$ cat src/design/sdd_pkg.sv
// sdd_pkg: shared types and constants for the serial date decoder
// used by sdd_ctrl, sdd_dp and serial_date_decode; no dependencies
`default_nettype none

package sdd_pkg;

	// stride phases of the shared subtract loop
	typedef enum logic [2:0] {
		PH_400,
		PH_100,
		PH_4,
		PH_1,
		PH_MON
	} sdd_phase_t;

	// controller to datapath
	typedef struct packed {
		logic       load;
		logic       mod_step;
		logic       step;
		sdd_phase_t phase;
		logic       mark_doy;
		logic       finish;
	} sdd_cmd_t;

	// datapath to controller
	typedef struct packed {
		logic range_ok;
		logic can_step;
	} sdd_stat_t;

	localparam int SerialW = 23;
	localparam int RemW    = 22;
	localparam int YearW   = 14;

	// 0100-01-01 and 9999-12-31 as serials
	localparam logic signed [SerialW:0] SerialMin = -24'sd657434;
	localparam logic signed [SerialW:0] SerialMax = 24'sd2958465;
	// moves serial to days since 0001-01-01
	localparam logic signed [SerialW:0] OffsetDays = 24'sd693593;
	// -1 plus a multiple of 7 that keeps the weekday count positive
	localparam logic [SerialW:0] WeekBias = 24'd4199999;

	localparam logic [RemW-1:0] Days400 = 22'd146097;
	localparam logic [RemW-1:0] Days100 = 22'd36524;
	localparam logic [RemW-1:0] Days4   = 22'd1461;
	localparam logic [RemW-1:0] Days1   = 22'd365;

	localparam logic [YearW-1:0] Inc400 = 14'd400;
	localparam logic [YearW-1:0] Inc100 = 14'd100;
	localparam logic [YearW-1:0] Inc4   = 14'd4;
	localparam logic [YearW-1:0] Inc1   = 14'd1;

	function automatic logic [4:0] month_len(input logic [3:0] month, input logic leap);
		logic [4:0] len;
		begin
			unique case (month)
				4'd2:                         len = leap ? 5'd29 : 5'd28;
				4'd4, 4'd6, 4'd9, 4'd11:      len = 5'd30;
				default:                      len = 5'd31;
			endcase
			return len;
		end
	endfunction

endpackage

`default_nettype wire

$ cat src/design/sdd_ctrl.sv
// sdd_ctrl: sequencer for the serial date decoder
// depends on sdd_pkg; drives sdd_dp through sdd_cmd_t
`default_nettype none

module sdd_ctrl (
	input  wire              clk,
	input  wire              arst_n,
	input  wire              start,
	output logic             busy,
	output logic             done,
	input  sdd_pkg::sdd_stat_t stat,
	output sdd_pkg::sdd_cmd_t  cmd
);

	typedef enum logic [2:0] {
		ST_IDLE,
		ST_MOD7,
		ST_Y400,
		ST_Y100,
		ST_Y4,
		ST_Y1,
		ST_MON,
		ST_FIN
	} state_t;

	state_t     state_q;
	logic       done_q;

	assign busy = (state_q != ST_IDLE);
	assign done = done_q;

	always_comb begin
		cmd          = '0;
		cmd.phase    = sdd_pkg::PH_400;
		unique case (state_q)
			ST_IDLE: cmd.load = start;
			ST_MOD7: cmd.mod_step = 1'b1;
			ST_Y400: begin
				cmd.phase = sdd_pkg::PH_400;
				cmd.step  = stat.can_step;
			end
			ST_Y100: begin
				cmd.phase = sdd_pkg::PH_100;
				cmd.step  = stat.can_step;
			end
			ST_Y4: begin
				cmd.phase = sdd_pkg::PH_4;
				cmd.step  = stat.can_step;
			end
			ST_Y1: begin
				cmd.phase    = sdd_pkg::PH_1;
				cmd.step     = stat.can_step;
				cmd.mark_doy = !stat.can_step;
			end
			ST_MON: begin
				cmd.phase = sdd_pkg::PH_MON;
				cmd.step  = stat.can_step;
			end
			ST_FIN: cmd.finish = 1'b1;
			default: cmd.load = 1'b0;
		endcase
	end

	always_ff @(posedge clk or negedge arst_n) begin
		if (!arst_n) begin
			state_q <= ST_IDLE;
			done_q  <= 1'b0;
		end else begin
			done_q <= 1'b0;
			unique case (state_q)
				ST_IDLE: begin
					if (start) begin
						state_q <= ST_MOD7;
					end
				end
				// weekday residue folds while in ST_MOD7
				ST_MOD7: state_q <= stat.range_ok ? ST_Y400 : ST_FIN;
				ST_Y400: if (!stat.can_step) state_q <= ST_Y100;
				ST_Y100: if (!stat.can_step) state_q <= ST_Y4;
				ST_Y4:   if (!stat.can_step) state_q <= ST_Y1;
				ST_Y1:   if (!stat.can_step) state_q <= ST_MON;
				ST_MON:  if (!stat.can_step) state_q <= ST_FIN;
				ST_FIN: begin
					done_q  <= 1'b1;
					state_q <= ST_IDLE;
				end
				default: state_q <= ST_IDLE;
			endcase
		end
	end

endmodule

`default_nettype wire

$ cat config.mk
export PLATFORM = sky130hd
export DESIGN_NAME = sdd_ctrl
export DESIGN_NICKNAME = d
export VERILOG_FILES = /design/src/design/sdd_pkg.sv /design/src/design/sdd_ctrl.sv
export SDC_FILE = /design/constraint.sdc
export NUM_CORES = 1
export LEC_CHECK = 0
export ABC_AREA = 1
export BUFFER_PORTS_ARGS = -buffer_cell sky130_fd_sc_hd__buf_2
export CORE_AREA = 2 2 39 41
export CTS_CLUSTER_DIAMETER = 200
export CTS_CLUSTER_SIZE = 28
export DETAILED_ROUTE_END_ITERATION = 10
export DIE_AREA = 0 0 41 43
export PLACE_DENSITY = 0.44
export SLEW_MARGIN = 10
export SYNTH_ARGS = -nofsm -noshare
export SYNTH_HDL_FRONTEND = slang
export SYNTH_SLANG_ARGS = --single-unit
$ cat constraint.sdc
create_clock -name clk -period 1.15 [get_ports clk]
set_input_delay 0.115 -clock clk [delete_from_list [all_inputs] [get_ports clk]]
set_output_delay 0.115 -clock clk [all_outputs]
set_load 0.1 [all_outputs]
==> metrics.log <==
[metrics] register-to-register path setup slack: -30 ps
[metrics] standard-cell row count: 14
[metrics] FF-to-FF Start: state_q[1]$_DFFE_PN0P_
[metrics] number of levels in the clock H-tree: 1
[metrics] number of buffers created by CTS: 3
[metrics] number of antenna violations at the first check in global routing: 0
[metrics] Post-synth top cells: nand2_1, nor2_1, inv_1, dfrtp_1, nand3_1
[metrics] post-DR vias/cell: 4.17
[metrics] placed standard-cell area: 673 sq um
[metrics] clk slew on worst S/H paths: 40 ps
[metrics] Initial DRT Pass Iterations: 4
[metrics] post-synthesis net count: 51
[metrics] clk buf depth: 2
[metrics] global placement routability congestion: 0.741
[metrics] Worst Hold Class: in2async
[metrics] number of global-route vias before repair: 364
[metrics] starting density of the core: 21.6%
[metrics] most common cell type on the critical path: nor2_4
[metrics] Final Critical Period: 1360 ps
[metrics] number of design-rule violations left by the first detailed-router iteration: 5
[metrics] Worst-Margin Slew: 193 ps
[metrics] core footprint: 1380 sq um
[metrics] number of synthesized register bits: 4
[metrics] Wirelength per Cell: 8.88 um
[metrics] largest area contributor in the netlist: dfrtp_1
[metrics] synthesized area: 299 sq um
[metrics] DRT Wirelength: 817 um
[metrics] first-pass GRT wire length: 1460 um
[metrics] required time at the endpoint of the critical path: 1030 ps
[metrics] Congestion Overflow GR: 0
[metrics] tightest slew margin relative to the limit: 87.1%
[metrics] fraction of layout cells with a size suffix above 1: 69.7%
[metrics] setup skew after layout: 5.60 ps
[metrics] DRC Markers: 0
[metrics] number of synthesis warnings: 0
[metrics] Horiz. Die Dim: 41 um
[metrics] final worst hold slack: 210 ps
[metrics] average instance area after synthesis: 6.50 sq um
[metrics] Critical Path End Type: output pin
[metrics] # diodes: 0
[metrics] Vias: 384
[metrics] clk_lat worst skew: 240 ps
[metrics] nets@finish: 82
[metrics] cell count after synthesis: 46
[metrics] max-slew violation count: 0
[metrics] area of all placed cells without fillers: 785 sq um
[metrics] highest fanout seen on the critical path: 6
[metrics] count of buffers inserted at the top-level ports: 14
[metrics] top_reg_cell synth: dfrtp_1
[metrics] CTS root buf: clkbuf_4
[metrics] final setup fails: 12
[metrics] post-route setup slack: -206 ps
[metrics] top cell type's share of synthesized area: 33.5%
[metrics] synth-to-layout area growth: 162%
[metrics] unrepaired setup endpoints after global routing: yes
[metrics] die area: 1760 sq um
[metrics] final critical-path share of the clock period: 118%
[metrics] global routing usage summed across all routing layers: 12.2%
[metrics] most frequent cell after synthesis: nand2_1
[metrics] Final HPWL DP: 636 um
[metrics] number of cell instances on the worst register-to-register path: 6
[metrics] Max stage delay cell, worst path: dfrtp_2
[metrics] ordered cell list for the critical path: nor2_4 > nand2_8 > nor2_4 > buf_12
[metrics] worst setup path class: reg2out
[metrics] fraction of registers with async set or reset after synthesis: 100%
[metrics] kind of launch point of the worst setup path: flop
[metrics] number of sinks on the clock net: 4
[metrics] ANT nets after route: 0
[metrics] violated checks: setup timing
[metrics] clock tree from TritonCTS: yes
[metrics] sequential share of the synthesized area: 33.5%
[metrics] EDFF count, synth: 0
[metrics] end of the worst register-to-register path: state_q[2]$_DFFE_PN0P_
[metrics] DIE HEIGHT: 43 um
[metrics] cells taking the most area after synthesis: dfrtp_1, nand2_1, nor2_1, nand3_1, inv_1
[metrics] maximum number of pins on one net before global-route repair: 8
[metrics] peak clock frequency supported by timing: 737 MHz
[metrics] distinct cell type count after synthesis: 12
[metrics] CP max stage delay: 460 ps
[metrics] count of boundary I/O pins: 15
[metrics] result of the run: finished with violations
[metrics] Max-Cap Viols: 0
[metrics] Hold Vio Cnt, Final: 0
[metrics] WP data arrival: 1240 ps
-- state kept, by name, summed over array words and instances, names as in the netlist --
name,flops
state_q,3
done,1
-- critical path: cells and delay by family, from the launching register on --
| kind | cells | cell delay, ps |
|---|---|---|
| buffers and inverters | 1 | 180 |
| DFF | 1 | 460 |
| and+or+nand+nor | 3 | 360 |
-- worst max-delay path by stage --
| stage | start | to | slack, ps | cells past startpoint |
|---|---|---|---|---|
| floorplan | state_q[2]$_DFFE_PN0P_ | cmd[7] | -310 | 3 |
| global placement | state_q[1]$_DFFE_PN0P_ | cmd[1] | -70 | 4 |
| detailed placement | state_q[1]$_DFFE_PN0P_ | cmd[1] | -110 | 4 |
| CTS | state_q[1]$_DFFE_PN0P_ | cmd[7] | -250 | 4 |
| global route | state_q[2]$_DFFE_PN0P_ | cmd[7] | -250 | 4 |
| finish | state_q[2]$_DFFE_PN0P_ | cmd[7] | -210 | 4 |
-- timing repair --
action	in CTS	in global routing
hold endpoints to repair	4	0
endpoints found under the setup margin	9	12
hold buffers	1	0
pin swaps	6	3
setup buffers	2	3
gates resized for setup	11	1
gates cloned	0	0
-- routing by layer --
metal  GRT usage [%]  part of all wire, %  up-vias
met1            15.3                   39      170
li1                -                    -      199
met5               0                    0        -
met3            6.81                  6.5        0
met4            4.00                    0        0
met2            17.2                   55       15
-- logic make-up (layout without fill, tap and decap cells) --
group                  count (synthesis)  in the layout  share of synthesized area, %
AND/OR/NAND/NOR                       32             32                          51.0
buffers and inverters                  9             39                          13.8
flip-flops                             4              4                          33.5
AO/OA/AOI/OAI                          1              1                          1.67
-- stage by stage --
| step | instances | worst slack [ps] | setup TNS [ps] | utilization, % |
|---|---|---|---|---|
| after CTS | 89 | -245 | -1840 | 55.1 |
| after global routing | 92 | -251 | -2270 | 56.7 |
| after detailed placement | 82 | -108 | -253 | 48.6 |
| final | 92 | -206 | -1640 | 56.7 |
| after global placement | 82 | -73.9 | -201 | 48.6 |
| after floorplan | 46 | -312 | -1150 | - |
-- cell type report --
| cell class | count | area [sq um] |
|---|---|---|
| clock buffer | 4 | 26.3 |
| timing repair buffer | 27 | 335 |
| multi-input combinational | 33 | 255 |
| sequential | 4 | 104 |
| inverter | 8 | 43.8 |
| tap | 16 | 20.0 |
| fill | 128 | 599 |
-- cell usage in the layout (no fill, tap or decap) --
cell type,instances
buf_8,1
inv_1,3
clkinvlp_4,1
buf_6,2
clkbuf_4,3
dfrtp_2,3
nand2_8,1
clkbuf_1,1
nor2_4,7
dfrtp_1,1
nand2_2,2
nand3_1,3
inv_4,1
inv_2,2
nand3_2,2
buf_12,10
inv_8,1
buf_4,9
o21ai_4,1
buf_2,4
dlygate4sd3_1,1
nand3_4,1
nand2_1,14
nand2_4,2
Power is not shown: default switching activity piles up to over one toggle a cycle in this logic, so the estimate is an artifact.
