===== config.mk =====
export PLATFORM = sky130hd
export DESIGN_NAME = sdd_dp
export DESIGN_NICKNAME = d
export VERILOG_FILES = /design/src/design/sdd_pkg.sv /design/src/design/sdd_dp.sv
export SDC_FILE = /design/constraint.sdc
export NUM_CORES = 1
export LEC_CHECK = 0
export CORE_MARGIN = 3
export CORE_UTILIZATION = 29
export DETAILED_ROUTE_END_ITERATION = 8
export DONT_BUFFER_PORTS = 1
export HOLD_SLACK_MARGIN = 0.03
export PLACE_DENSITY_LB_ADDON = 0.15
export SETUP_SLACK_MARGIN = 0.3
export SLEW_MARGIN = 30
export SYNTH_ARGS = -nofsm -noshare
export SYNTH_HDL_FRONTEND = slang
export SYNTH_SLANG_ARGS = --single-unit
export TNS_END_PERCENT = 1

===== constraint.sdc =====
create_clock -name clk -period 5.5 [get_ports clk]
set_input_delay 0 -clock clk [delete_from_list [all_inputs] [get_ports clk]]
set_output_delay 0 -clock clk [all_outputs]
set_load 0.02 [all_outputs]

===== src/design/sdd_pkg.sv =====
// sdd_pkg: shared types and constants for the serial date decoder
// used by sdd_ctrl, sdd_dp and serial_date_decode; no dependencies
`default_nettype none

package sdd_pkg;

	// stride phases of the shared subtract loop
	typedef enum logic [2:0] {
		PH_400,
		PH_100,
		PH_4,
		PH_1,
		PH_MON
	} sdd_phase_t;

	// controller to datapath
	typedef struct packed {
		logic       load;
		logic       mod_step;
		logic       step;
		sdd_phase_t phase;
		logic       mark_doy;
		logic       finish;
	} sdd_cmd_t;

	// datapath to controller
	typedef struct packed {
		logic range_ok;
		logic can_step;
	} sdd_stat_t;

	localparam int SerialW = 23;
	localparam int RemW    = 22;
	localparam int YearW   = 14;

	// 0100-01-01 and 9999-12-31 as serials
	localparam logic signed [SerialW:0] SerialMin = -24'sd657434;
	localparam logic signed [SerialW:0] SerialMax = 24'sd2958465;
	// moves serial to days since 0001-01-01
	localparam logic signed [SerialW:0] OffsetDays = 24'sd693593;
	// -1 plus a multiple of 7 that keeps the weekday count positive
	localparam logic [SerialW:0] WeekBias = 24'd4199999;

	localparam logic [RemW-1:0] Days400 = 22'd146097;
	localparam logic [RemW-1:0] Days100 = 22'd36524;
	localparam logic [RemW-1:0] Days4   = 22'd1461;
	localparam logic [RemW-1:0] Days1   = 22'd365;

	localparam logic [YearW-1:0] Inc400 = 14'd400;
	localparam logic [YearW-1:0] Inc100 = 14'd100;
	localparam logic [YearW-1:0] Inc4   = 14'd4;
	localparam logic [YearW-1:0] Inc1   = 14'd1;

	function automatic logic [4:0] month_len(input logic [3:0] month, input logic leap);
		logic [4:0] len;
		begin
			unique case (month)
				4'd2:                         len = leap ? 5'd29 : 5'd28;
				4'd4, 4'd6, 4'd9, 4'd11:      len = 5'd30;
				default:                      len = 5'd31;
			endcase
			return len;
		end
	endfunction

endpackage

`default_nettype wire


===== src/design/sdd_dp.sv =====
// sdd_dp: datapath of the serial date decoder, one shared stride subtractor
// plus a modulo-7 digit fold; depends on sdd_pkg
`default_nettype none

module sdd_dp (
	input  wire                              clk,
	input  wire signed [sdd_pkg::SerialW-1:0] serial_day,
	input  wire  [2:0]                       week_start_day,
	input  sdd_pkg::sdd_cmd_t                cmd,
	output sdd_pkg::sdd_stat_t               stat,
	output logic [sdd_pkg::YearW-1:0]        cal_year,
	output logic [3:0]                       cal_month,
	output logic [4:0]                       cal_day,
	output logic [8:0]                       day_of_year,
	output logic [2:0]                       weekday,
	output logic                             out_of_range
);

	logic signed [sdd_pkg::SerialW:0] s_ext;
	logic signed [sdd_pkg::SerialW:0] days_abs;
	logic [sdd_pkg::SerialW:0]        wk_val;
	logic                             in_range;

	logic [sdd_pkg::SerialW:0]        wk_q;
	logic [2:0]                       m7_q;
	logic [sdd_pkg::RemW-1:0]         rem_q;
	logic [sdd_pkg::YearW-1:0]        year_q;
	logic [1:0]                       c100_q;
	logic [4:0]                       c4_q;
	logic [1:0]                       c1_q;
	logic [3:0]                       month_q;
	logic [8:0]                       doy_q;
	logic                             range_ok_q;

	logic [sdd_pkg::RemW-1:0]         stride;
	logic [sdd_pkg::YearW-1:0]        yinc;
	logic [sdd_pkg::RemW:0]           diff;
	logic                             limit_ok;
	logic                             leap;
	logic [5:0]                       oct_sum;
	logic [3:0]                       oct_fold;
	logic [2:0]                       m7_sum;
	logic [2:0]                       m7_next;
	logic [2:0]                       first_day;
	logic [3:0]                       dow_tmp;
	logic [3:0]                       dow;

	assign s_ext    = {serial_day[sdd_pkg::SerialW-1], serial_day};
	assign days_abs = s_ext + sdd_pkg::OffsetDays;
	assign wk_val   = s_ext + sdd_pkg::WeekBias;
	assign in_range = (s_ext >= sdd_pkg::SerialMin) && (s_ext <= sdd_pkg::SerialMax);

	// last year of a four-year group; century years only every fourth century
	assign leap = (c1_q == 2'd3) && ((c4_q != 5'd24) || (c100_q == 2'd3));

	always_comb begin
		stride   = sdd_pkg::Days400;
		yinc     = sdd_pkg::Inc400;
		limit_ok = 1'b1;
		unique case (cmd.phase)
			sdd_pkg::PH_400: begin
				stride = sdd_pkg::Days400;
				yinc   = sdd_pkg::Inc400;
			end
			sdd_pkg::PH_100: begin
				stride   = sdd_pkg::Days100;
				yinc     = sdd_pkg::Inc100;
				limit_ok = (c100_q != 2'd3);
			end
			sdd_pkg::PH_4: begin
				stride = sdd_pkg::Days4;
				yinc   = sdd_pkg::Inc4;
			end
			sdd_pkg::PH_1: begin
				stride   = sdd_pkg::Days1;
				yinc     = sdd_pkg::Inc1;
				limit_ok = (c1_q != 2'd3);
			end
			sdd_pkg::PH_MON: begin
				stride = sdd_pkg::RemW'(sdd_pkg::month_len(month_q, leap));
				yinc   = '0;
			end
			default: limit_ok = 1'b0;
		endcase
	end

	assign diff          = {1'b0, rem_q} - {1'b0, stride};
	assign stat.can_step = !diff[sdd_pkg::RemW] && limit_ok;
	assign stat.range_ok = range_ok_q;

	// 8 is 1 mod 7, so the octal digits sum to the same residue
	always_comb begin
		oct_sum = '0;
		for (int i = 0; i < 8; i++) begin
			oct_sum = oct_sum + 6'(wk_q[3*i +: 3]);
		end
	end

	assign oct_fold = {1'b0, oct_sum[5:3]} + {1'b0, oct_sum[2:0]};
	assign m7_sum   = {2'b00, oct_fold[3]} + oct_fold[2:0];
	assign m7_next  = (m7_sum == 3'd7) ? 3'd0 : m7_sum;

	// m7_q is 0 for sunday; shift by the configured first day and wrap
	assign first_day = (week_start_day == 3'd0) ? 3'd1 : week_start_day;
	assign dow_tmp   = {1'b0, m7_q} + 4'd9 - {1'b0, first_day};
	assign dow       = (dow_tmp > 4'd7) ? (dow_tmp - 4'd7) : dow_tmp;

	always_ff @(posedge clk) begin
		if (cmd.load) begin
			wk_q       <= wk_val;
			m7_q       <= '0;
			rem_q      <= days_abs[sdd_pkg::RemW-1:0];
			range_ok_q <= in_range;
			year_q     <= sdd_pkg::YearW'(1);
			c100_q     <= '0;
			c4_q       <= '0;
			c1_q       <= '0;
			month_q    <= 4'd1;
		end
		if (cmd.mod_step) begin
			m7_q <= m7_next;
		end
		if (cmd.step) begin
			rem_q  <= diff[sdd_pkg::RemW-1:0];
			year_q <= year_q + yinc;
			unique case (cmd.phase)
				sdd_pkg::PH_100: c100_q <= c100_q + 2'd1;
				sdd_pkg::PH_4:   c4_q   <= c4_q + 5'd1;
				sdd_pkg::PH_1:   c1_q   <= c1_q + 2'd1;
				sdd_pkg::PH_MON: month_q <= month_q + 4'd1;
				default:         c100_q <= c100_q;
			endcase
		end
		if (cmd.mark_doy) begin
			doy_q <= rem_q[8:0];
		end
		if (cmd.finish) begin
			weekday      <= dow[2:0];
			out_of_range <= !range_ok_q;
			if (range_ok_q) begin
				cal_year    <= year_q;
				cal_month   <= month_q;
				cal_day     <= rem_q[4:0] + 5'd1;
				day_of_year <= doy_q + 9'd1;
			end else begin
				cal_year    <= '0;
				cal_month   <= '0;
				cal_day     <= '0;
				day_of_year <= '0;
			end
		end
	end

endmodule

`default_nettype wire


==> summary.md, run 1 <==
| Metric | Value |
|---|---|
| Status | `finished, final reports clean` |
| 1st-pass router iterations | `5` |
| Global-route usage over all layers | `13.8%` |
| Worst-skew pair later-pin latency | `0.42 ns` |
| Worst hold start | `serial_day[6]` |
| Final hold viol count | `0` |
| Synth warnings | `0` |
| Iter 0 DRT Violations | `315` |
| GRT overflow | `0` |
| Drt drc | `0` |
| Critical Path AT | `5.13 ns` |
| CTS buffer count | `17` |
| Final setup violation count | `0` |
| Area leader, netlist | `edfxtp_1` |
| Max layer used | `met4` |
| Fin Hold WS | `0.0451 ns` |
| Vias | `5875` |
| FF-to-FF Start | `wk_q[11]` |
| I/O Buffers | `0` |
| Shortest period the worst path allows | `4.97 ns` |
| Final wirelength | `20.6 mm` |
| Ports | `73` |
| Syn Area/Cell | `10.2 um^2` |
| Post-synth EDFFs | `111` |
| Crit start category | `flop` |
| Layout area overhead | `18.6%` |
| DRT antenna net count | `0` |
| Share of cells above drive strength 1 | `7.53%` |
| Synth top area share | `40.4%` |
| Antenna cells | `0` |
| Worst-Margin Slew | `0.877 ns` |
| Worst reg2reg path endpoint | `m7_q[2]` |
| Worst Skew | `0.0137 ns` |
| Row count | `61` |
| WS Path Type | `flop to flop` |
| H-tree depth | `4` |
| Die W | `175 um` |
| Max-cap violations | `0` |
| Critical Path RT | `5.66 ns` |
| Core area | `0.0279 mm^2` |
| Crit path max fanout | `3` |
| Max IR drop VDD | `0.459 mV` |
| Met2 WL | `9.34 mm` |
| Vias in the first global route | `5842` |
| Rel. slew slack | `41.3%` |
| Ys async rst share | `0%` |
| Leak | `3.87 nW` |
| Highest clock rate | `0.201 GHz` |
| Post-synth top flop | `edfxtp_1` |
| CTS tree | `done` |
| Hpwl dp | `14.3 mm` |
| Routed vias/inst | `4.73` |
| Wire per inst | `16.6 um` |
| First-pass GRT wire length | `33.1 mm` |
| Most frequent cells in the layout | `edfxtp_1 (111), nor2_1 (65), inv_1 (64), nand2_1 (58), ha_1 (54)` |
| Hold Path End | `rem_q[9]` |
| Clock-pin slew on the worst setup and hold paths | `0.06 ns` |
| Met1 WL | `10.2 mm` |
| Hold path depth | `4` |
| Setup tns final | `0 ns` |
| Met3 routed WL | `809 um` |
| Die area | `0.0305 mm^2` |
| Largest net degree at the start of global routing | `62` |
| Synthesized flop and latch total | `122` |
| Clock root cell | `clkbuf_16` |
| Syn Std Cell Area | `0.00824 mm^2` |
| Post-synthesis sequential area ratio | `43.1%` |
| Synth cell types | `73` |
| Ranking of synthesized cells by area | `edfxtp_1 (40%), ha_1 (8.2%), fa_1 (4.9%), xnor2_1 (4.7%), xor2_1 (3.6%)` |
| Fin nets | `959` |
| Min-Delay Path Class | `input port to flop` |
| R2R Setup Slk | `0.53 ns` |
| RePlAce Congestion | `0.796` |
| Clock sinks | `122` |
| Initial Util | `29.5%` |
| Pwr per Cell Area | `480 mW/mm^2` |
| Post-Syn Instances | `811` |
| RSZ-0062 raised after global routing | `no` |
| Max Slew Vio Count | `0` |
| Fin crit share | `90.3%` |
| Die Span Y | `175 um` |
| CTS max path bufs | `2` |
| Setup crit end kind | `flop` |
| R2R depth | `18` |
| Antenna violations before repair | `0` |
| Commonest non-fill, non-tap cell in the layout | `edfxtp_1` |
| Syn nets | `920` |
flip-flops by register name, summed over array words and instances, names as in the netlist:
name,flops
wk_q,24
rem_q,22
cal_year,14
year_q,14
day_of_year,9
doy_q,9
c4_q,5
cal_day,5
cal_month,4
month_q,4
m7_q,3
weekday,3
c100_q,2
c1_q,2
out_of_range,1
range_ok_q,1
synthesized netlist by cell type (6+ instances only):
cell      number
a21o_1        10
a21oi_1       46
a31oi_1        6
and2_1        33
and3_1        10
clkbuf_1      23
dfxtp_1       11
edfxtp_1     111
fa_1          20
ha_1          54
inv_1         64
mux2i_1        9
nand2_1       58
nand2b_1      13
nand3_1       32
nand3b_1       6
nor2_1        65
nor2b_1        8
nor3_1         7
nor3b_1        6
nor4_1         6
o21a_1         6
o21ai_0       24
o21ai_1       19
or3_1          6
xnor2_1       44
xor2_1        34
cell families after synthesis:
logic type / Yosys count / share of synthesized area, %
compound gates: 152 / 12.1
xor+xnor: 78 / 8.29
fa+ha+maj: 74 / 13.1
buf+inv: 98 / 4.81
flops: 122 / 43.1
mux: 11 / 1.37
simple gates: 276 / 17.3
metal layers:
metal  vias to the layer above  GRT usage [%]
li1                       2938              -
met1                      2790           19.7
met2                       128           21.3
met3                        19           2.98
met4                         0           3.76
met5                         -              0
worst max-delay path by stage:
stage | startpoint | end | slack (ns) | depth (start not counted)
CTS | wk_q[11] | m7_q[2] | 0.40 | 18
finish | wk_q[11] | m7_q[2] | 0.53 | 18
detailed placement | wk_q[11] | m7_q[2] | 0.40 | 18
global placement | wk_q[11] | m7_q[0] | 0.47 | 18
global route | wk_q[11] | m7_q[1] | 0.29 | 18
floorplan | wk_q[11] | m7_q[2] | 0.61 | 18
critical path, cell delays in order, from the launching register on:
cell,delay (ns)
edfxtp_1,0.39
fa_1,0.54
inv_1,0.06
fa_1,0.46
fa_1,0.51
fa_1,0.48
inv_1,0.06
ha_1,0.15
inv_1,0.05
fa_1,0.40
xnor2_2,0.19
ha_1,0.26
a21o_1,0.16
a21o_1,0.17
ha_1,0.20
ha_1,0.19
xnor2_1,0.13
xnor2_1,0.15
and3_1,0.17
final cells by class:
type,count,area (um^2)
clock buffers,18,429
clock inverters,14,219
fillers,2889,18200
inverters,65,244
multi-input cells,591,4300
flip-flops and latches,122,3550
well taps,378,473
repair buffers,53,558
stage by stage:
stage / power (mW) / worst slack (ns) / util [%] / cells / area [um^2]
after floorplan: 2.96 / 0.609 / - / 811 / 8240
after global placement: 3.33 / 0.472 / 30.7 / 1159 / 8580
after detailed placement: 3.36 / 0.398 / 30.7 / 1159 / 8580
after CTS: 4.72 / 0.402 / 34.9 / 1240 / 9760
after global routing: 5.09 / 0.293 / 35.0 / 1241 / 9780
final: 4.69 / 0.533 / 35.0 / 1241 / 9780
report_power, final:
group	total (mW)	internal (mW)	switching (mW)
Sequential	1.41	1.26	0.149
Clock	1.26	0.808	0.451
Combinational	2.02	0.951	1.07
what timing repair did:
item | in CTS | in global routing
setup endpoints to repair | 0 | 3
buffers inserted | 0 | 1
gates resized for setup | 0 | 1
hold buffers | 49 | 0
hold endpoints to repair | 151 | 0
Note: power is estimated with default switching activity, not from simulation.
==> run 2: changes to the inputs <==
ABC_AREA = 1   (was not set)
==> summary.md, run 2 <==
| Metric | Value |
|---|---|
| Share of cells above drive strength 1 | `6.02% (-1.5 points)` |
| Net switching fraction of the power | `37.9% (+2.3 points)` |
| Synth top area share | `36.5% (-4.0 points)` |
| Crit start category | `flop` |
| Fin crit share | `89.7% (-0.57 points)` |
| Layout area overhead | `16.1%` |
| Top Registers | `wk_q x24, rem_q x22` |
| Fin Hold WS | `0.0190 ns (-0.0261 ns)` |
| Final wirelength | `26.6 mm (+29%)` |
| Critical Path RT | `5.67 ns (about the same)` |
| Highest clock rate | `0.203 GHz (+0.64%)` |
| Min-Delay Path Class | `input port to flop` |
| Setup crit end kind | `flop` |
| Ranking of synthesized cells by area | `edfxtp_1 (36%), nand2_1 (13%), inv_1 (7.8%), ha_1 (7.4%), nand3_1 (5.9%)` |
| Synth warnings | `0 (unchanged)` |
| Worst path buffer plus inverter count | `3 (unchanged)` |
| Max Slew Vio Count | `0 (unchanged)` |
| Leading post-synthesis cells by instance count | `nand2_1 (309), inv_1 (191), edfxtp_1 (111)` |
| Utilization after layout | `34.4% (-0.59 points)` |
| Clock network fraction of total power | `26.4% (-0.4 points)` |
| WS Path Type | `flop to flop` |
| Ys async rst share | `0% (unchanged)` |
| Crit path max fanout | `2 (-1)` |
| Syn Std Cell Area | `0.00914 mm^2 (+11%)` |
| Clock sinks | `122 (unchanged)` |
| Max stage delay on crit path | `0.54 ns (about the same)` |
| Power share of the sequential group | `30.7% (+0.6 points)` |
| Most frequent CP cell | `fa_1` |
| Leak | `4.86 nW (+26%)` |
| Top Family by Delay on Critical Path | `adder cells` |
| Critical Path AT | `5.10 ns (-0.03 ns)` |
| Clock-pin slew on the worst setup and hold paths | `0.06 ns (about the same)` |
| Worst Skew | `0.0109 ns (-0.00282 ns)` |
| DRT antenna net count | `0 (unchanged)` |
| Worst-Margin Slew | `0.547 ns (-0.330 ns)` |
| Ports | `73 (unchanged)` |
| Hpwl dp | `19.9 mm (+39%)` |
| Area leader, netlist | `edfxtp_1` |
| RSZ-0062 raised after global routing | `no` |
| Commonest non-fill, non-tap cell in the layout | `nand2_1` |
| Routed vias/inst | `4.69 (-0.90%)` |
| Antenna violations before repair | `0 (unchanged)` |
| Largest net degree at the start of global routing | `37 (-40%)` |
| Vias in the first global route | `7473 (+28%)` |
| Antenna cells | `0 (unchanged)` |
| Drt drc | `0 (unchanged)` |
| Placed insts | `1565 (+35%)` |
| Top-count cell post-synth | `nand2_1` |
| Initial Util | `29.6% (+0.14 points)` |
| Setup tns final | `0 ns (unchanged)` |
| CTS buffer count | `17 (unchanged)` |
| Die W | `184 um (+5.1%)` |
| I/O Buffers | `0 (unchanged)` |
| Largest Register | `wk_q` |
| Status | `finished, final reports clean` |
| Final cell count without fillers | `1641 (+32%)` |
| Post-synth top flop | `edfxtp_1` |
| Iter 0 DRT Violations | `512 (+63%)` |
| Worst setup margin | `0.565 ns (+0.0314 ns)` |
| Post-synth EDFFs | `111 (unchanged)` |
| Worst slack, placed | `0.454 ns (+0.0562 ns)` |
| H-tree depth | `4 (unchanged)` |
| R2R Setup Slk | `0.56 ns (+0.03 ns)` |
| Max IR drop VDD | `0.590 mV (+28%)` |
| CP cell instances | `fa_1, inv_1, fa_1, fa_1, fa_1, inv_1, ha_1, inv_1, fa_1, xnor2_2, ha_1, nand3_1, nand2_1, ha_1, ha_1, xnor2_1, xnor2_1, nand3_1, nand2_1, nor2_1` |
| Row count | `64 (+4.9%)` |
| FF-to-FF Start | `wk_q[11]` |
| CTS tree | `done` |
| Shortest period the worst path allows | `4.94 ns (-0.0314 ns)` |
| Core area | `0.0308 mm^2 (+10%)` |
| Psw | `1.67 mW (about the same)` |
| Wire per inst | `16.2 um (-2.4%)` |
| Post-Syn Instances | `1190 (+47%)` |
| Vias | `7699 (+31%)` |
| Pwr per Cell Area | `415 mW/mm^2 (-14%)` |
| Largest register FFs | `24 (unchanged)` |
| Worst hold start | `serial_day[21]` |
| Critical Path Source | `wk_q[11]` |
| Internal power | `2.73 mW (-9.5%)` |
| Rel. slew slack | `63.4% (+22 points)` |
| Synth cell types | `47 (-36%)` |
| Final hold viol count | `0 (unchanged)` |
| Final setup violation count | `0 (unchanged)` |
| Crit path max-delay cell type | `fa_1` |
| CTS max path bufs | `2 (unchanged)` |
| Design Area, Final | `0.0106 mm^2 (+8.5%)` |
| Max-cap violations | `0 (unchanged)` |
| Synthesized flop and latch total | `122 (unchanged)` |
| Die Span Y | `184 um (+5.1%)` |
| Pwr Total | `4.40 mW (-6.2%)` |
| GRT overflow | `0 (unchanged)` |
| Global-route usage over all layers | `16.0% (+2.2 points)` |
| Clock root cell | `clkbuf_16` |
| Syn nets | `1299 (+41%)` |
| Most frequent cells in the layout | `nand2_1 (309), inv_1 (191), edfxtp_1 (111), nor2_1 (108), nand3_1 (107)` |
| RePlAce Congestion | `0.881 (+11%)` |
| Post-synthesis sequential area ratio | `38.9% (-4.2 points)` |
| Fin nets | `1342 (+40%)` |
| Die area | `0.0337 mm^2 (+11%)` |
| First-pass GRT wire length | `42.1 mm (+27%)` |
| Placed Area | `0.00952 mm^2 (+11%)` |
| Syn Area/Cell | `7.68 um^2 (-24%)` |
| Worst-skew pair later-pin latency | `0.41 ns (about the same)` |
| 1st-pass router iterations | `5 (unchanged)` |
| Logic gate share of total power | `42.9% (-0.2 points)` |
## run 2: per-layer routing
layer	part of all wire [%]	vias up	track usage, %
li1	-	3959	-
met1	49	3548	22.4
met2	46	165	25.6
met3	3.7	27	2.75
met4	1.4	0	4.05
met5	0	-	0
## run 2: final cells by class
type | count | area [um^2]
clock buffer | 17 | 425
clock inverter | 14 | 173
fill | 3230 | 20200
inverter | 202 | 758
multi-input combinational | 842 | 4700
sequential | 122 | 3550
tap | 396 | 495
timing repair buffer | 48 | 500
## run 2: cell families after synthesis
logic type,after synthesis,synth area share [%]
compound gates,144,8.52
xor+xnor,35,3.35
fa+ha+maj,74,11.8
buf+inv,226,9.76
flops,122,38.9
mux,1,0.123
simple gates,588,27.6
## run 2: path summary, 6_finish.rpt
check,end,cells after the start
worst max-delay path,m7_q[0],20
worst min-delay path,rem_q[21],4
worst max register to register,m7_q[0],20
worst min register to register,doy_q[5],0
## run 2: timing repair
item / CTS / global route
setup buffers: 0 / 1
setup endpoints to repair: 0 / 3
endpoints found under the hold margin: 148 / 0
gates resized for setup: 0 / 1
hold buffers: 44 / 0
## run 2: tightest hold or removal path, cell delays in order
cell and delay [ns]:
inv_1 0.04, nand4_1 0.08, nand3_1 0.12, nand2_1 0.09
## run 2: power by group through the flow
stage	logic (mW)	clock network, mW	registers [mW]
3_3_place_gp	1.74	0	1.37
6_report	1.89	1.16	1.35
4_1_cts	1.85	1.19	1.35
2_1_floorplan	1.44	0	1.34
5_1_grt	2.23	1.23	1.37
3_5_place_dp	1.77	0	1.37
==> run 3: changes to the inputs <==
CTS_CLUSTER_DIAMETER = 60   (was not set)
REMOVE_ABC_BUFFERS = 1   (was not set)
clock period = 5.6 ns   (was 5.5 ns; I/O delays follow)
==> summary.md, run 3 (synthesized netlist as in run 2, its figures left out) <==
| Metric | Value |
|---|---|
| CTS max path bufs | `2 (unchanged)` |
| Vias | `7611 (-1.1%)` |
| Multi-input logic area | `0.00470 mm^2 (unchanged)` |
| Net switching fraction of the power | `37.4% (-0.52 points)` |
| Worst slack, placed | `0.510 ns (+0.0562 ns)` |
| 1st-pass router iterations | `5 (unchanged)` |
| Fin Hold WS | `0.0437 ns (+0.0247 ns)` |
| Wire per inst | `15.8 um (-2.3%)` |
| Commonest non-fill, non-tap cell in the layout | `nand2_1` |
| Fin crit share | `88.4% (-1.3 points)` |
| Most frequent cells in the layout | `nand2_1 (309), inv_1 (191), edfxtp_1 (111), nor2_1 (108), nand3_1 (107)` |
| Routed vias/inst | `4.66 (-0.78%)` |
| Setup crit end kind | `flop` |
| CTS tree | `done` |
| WS Path Type | `flop to flop` |
| Leak | `4.84 nW (-0.39%)` |
| Die Span Y | `184 um (unchanged)` |
| Critical Path RT | `5.78 ns (+0.11 ns)` |
| Clock root cell | `clkbuf_16` |
| I/O Buffers | `0 (unchanged)` |
| Design Area, Final | `0.0105 mm^2 (-0.61%)` |
| Max Slew Vio Count | `0 (unchanged)` |
| Crit start category | `flop` |
| First-pass GRT wire length | `41.2 mm (-2.3%)` |
| Antenna cells | `0 (unchanged)` |
| Fin nets | `1335 (-0.52%)` |
| Row count | `64 (unchanged)` |
| Setup tns final | `0 ns (unchanged)` |
| Global-route usage over all layers | `15.6% (-0.32 points)` |
| GRT overflow | `0 (unchanged)` |
| Vias in the first global route | `7416 (-0.76%)` |
| Shortest period the worst path allows | `4.95 ns (+0.0177 ns)` |
| Die W | `184 um (unchanged)` |
| RSZ-0062 raised after global routing | `no` |
| DRT antenna net count | `0 (unchanged)` |
| Largest register FFs | `24 (unchanged)` |
| Die area | `0.0337 mm^2 (unchanged)` |
| Status | `finished, final reports clean` |
| Hpwl dp | `19.5 mm (-1.8%)` |
| Worst Skew | `0.0145 ns (+0.00365 ns)` |
| Crit path max fanout | `2 (unchanged)` |
| Pwr per Cell Area | `402 mW/mm^2 (-3.0%)` |
| Worst-skew pair later-pin latency | `0.43 ns (+0.02 ns)` |
| Initial Util | `29.6% (unchanged)` |
| Critical Path AT | `5.13 ns (+0.03 ns)` |
| Psw | `1.59 mW (-5.0%)` |
| Power share of the sequential group | `31.2% (+0.5 points)` |
| Ports | `73 (unchanged)` |
| Storage element area | `0.00355 mm^2 (unchanged)` |
| Largest net degree at the start of global routing | `37 (unchanged)` |
| Final setup violation count | `0 (unchanged)` |
| Clock-pin slew on the worst setup and hold paths | `0.06 ns (about the same)` |
| Max IR drop VDD | `0.485 mV (-18%)` |
| Logic gate share of total power | `42.1% (-0.8 points)` |
| CTS buffer count | `17 (unchanged)` |
| Post-CTS Setup Inserts | `0 (unchanged)` |
| Largest Register | `wk_q` |
| Internal power | `2.65 mW (-2.8%)` |
| Pwr Total | `4.24 mW (-3.6%)` |
| Drt drc | `0 (unchanged)` |
| H-tree depth | `4 (unchanged)` |
| Antenna violations before repair | `0 (unchanged)` |
| Layout fillers | `3239 (+0.28%)` |
| Placed Area | `0.00952 mm^2 (unchanged)` |
| Share of cells above drive strength 1 | `5.97% (-0.052 points)` |
| Max-cap violations | `0 (unchanged)` |
| Min-Delay Path Class | `input port to flop` |
| Worst setup margin | `0.647 ns (+0.0823 ns)` |
| Clock sinks | `122 (unchanged)` |
| Core area | `0.0308 mm^2 (unchanged)` |
| Iter 0 DRT Violations | `645 (+26%)` |
| Final hold viol count | `0 (unchanged)` |
| Top Registers | `wk_q x24, rem_q x22` |
| RePlAce Congestion | `0.862 (-2.2%)` |
| Clock network fraction of total power | `26.7% (+0.3 points)` |
| Highest clock rate | `0.202 GHz (-0.36%)` |
| Worst-Margin Slew | `0.737 ns (+0.190 ns)` |
| Rel. slew slack | `50.8% (-13 points)` |
| Layout area overhead | `15.3%` |
| Final wirelength | `25.9 mm (-2.7%)` |
-- run 3: what timing repair did --
action / in CTS / in global routing
resized for setup: 0 / 1
endpoints found under the hold margin: 148 / 0
endpoints found under the setup margin: 0 / 3
hold buffers: 38 / 0
-- run 3: final timing paths --
path	start	end	slack, ns	cells after the start
setup / recovery	wk_q[11]	m7_q[1]	0.65	18
hold / removal	cmd[3]	month_q[3]	0.04	4
setup reg to reg	wk_q[11]	m7_q[1]	0.65	18
hold reg to reg	rem_q[7]	doy_q[7]	0.48	0
-- run 3: final cells by class --
class | instances | area share, %
clock buffer | 18 | 4.07
clock inverter | 14 | 1.63
inverter | 202 | 7.19
multi-input combinational | 842 | 44.6
sequential | 122 | 33.7
tap | 396 | 4.70
timing repair buffer | 41 | 4.11
-- run 3: critical path, cell delays in order, from the launching register on --
cell and delay, ns:
edfxtp_1 0.39, fa_1 0.55, inv_1 0.06, fa_1 0.47
fa_1 0.52, fa_1 0.54, inv_1 0.04, ha_1 0.20
inv_1 0.07, fa_1 0.40, inv_1 0.07, ha_1 0.17
fa_1 0.42, ha_1 0.22, xnor2_1 0.18, xnor2_1 0.15
nand3_1 0.11, nand2_1 0.09, nor2_1 0.04
-- run 3: metal layers --
layer / vias to the layer above / GRT usage, % / wire length, um / part of all wire, %
li1: 3950 / - / - / -
met1: 3461 / 21.4 / 12700 / 49
met2: 170 / 25.2 / 11600 / 45
met3: 30 / 2.99 / 1140 / 4.4
met4: 0 / 4.57 / 453 / 1.8
met5: - / 0 / 0 / 0
-- run 3: power by group through the flow --
stage                     logic [mW]  clock network (mW)  registers [mW]
after detailed placement        1.73                   0            1.34
after global routing            2.08                1.20            1.34
after floorplan                 1.39                   0            1.32
after CTS                       1.80                1.16            1.32
final                           1.79                1.13            1.32
after global placement          1.71                   0            1.34
-- run 3: metrics by stage --
stage	utilization, %	std cells
2_1_floorplan	-	1166
3_3_place_gp	30.9	1565
3_5_place_dp	30.9	1565
4_1_cts	34.2	1635
5_1_grt	34.2	1635
6_report	34.2	1635
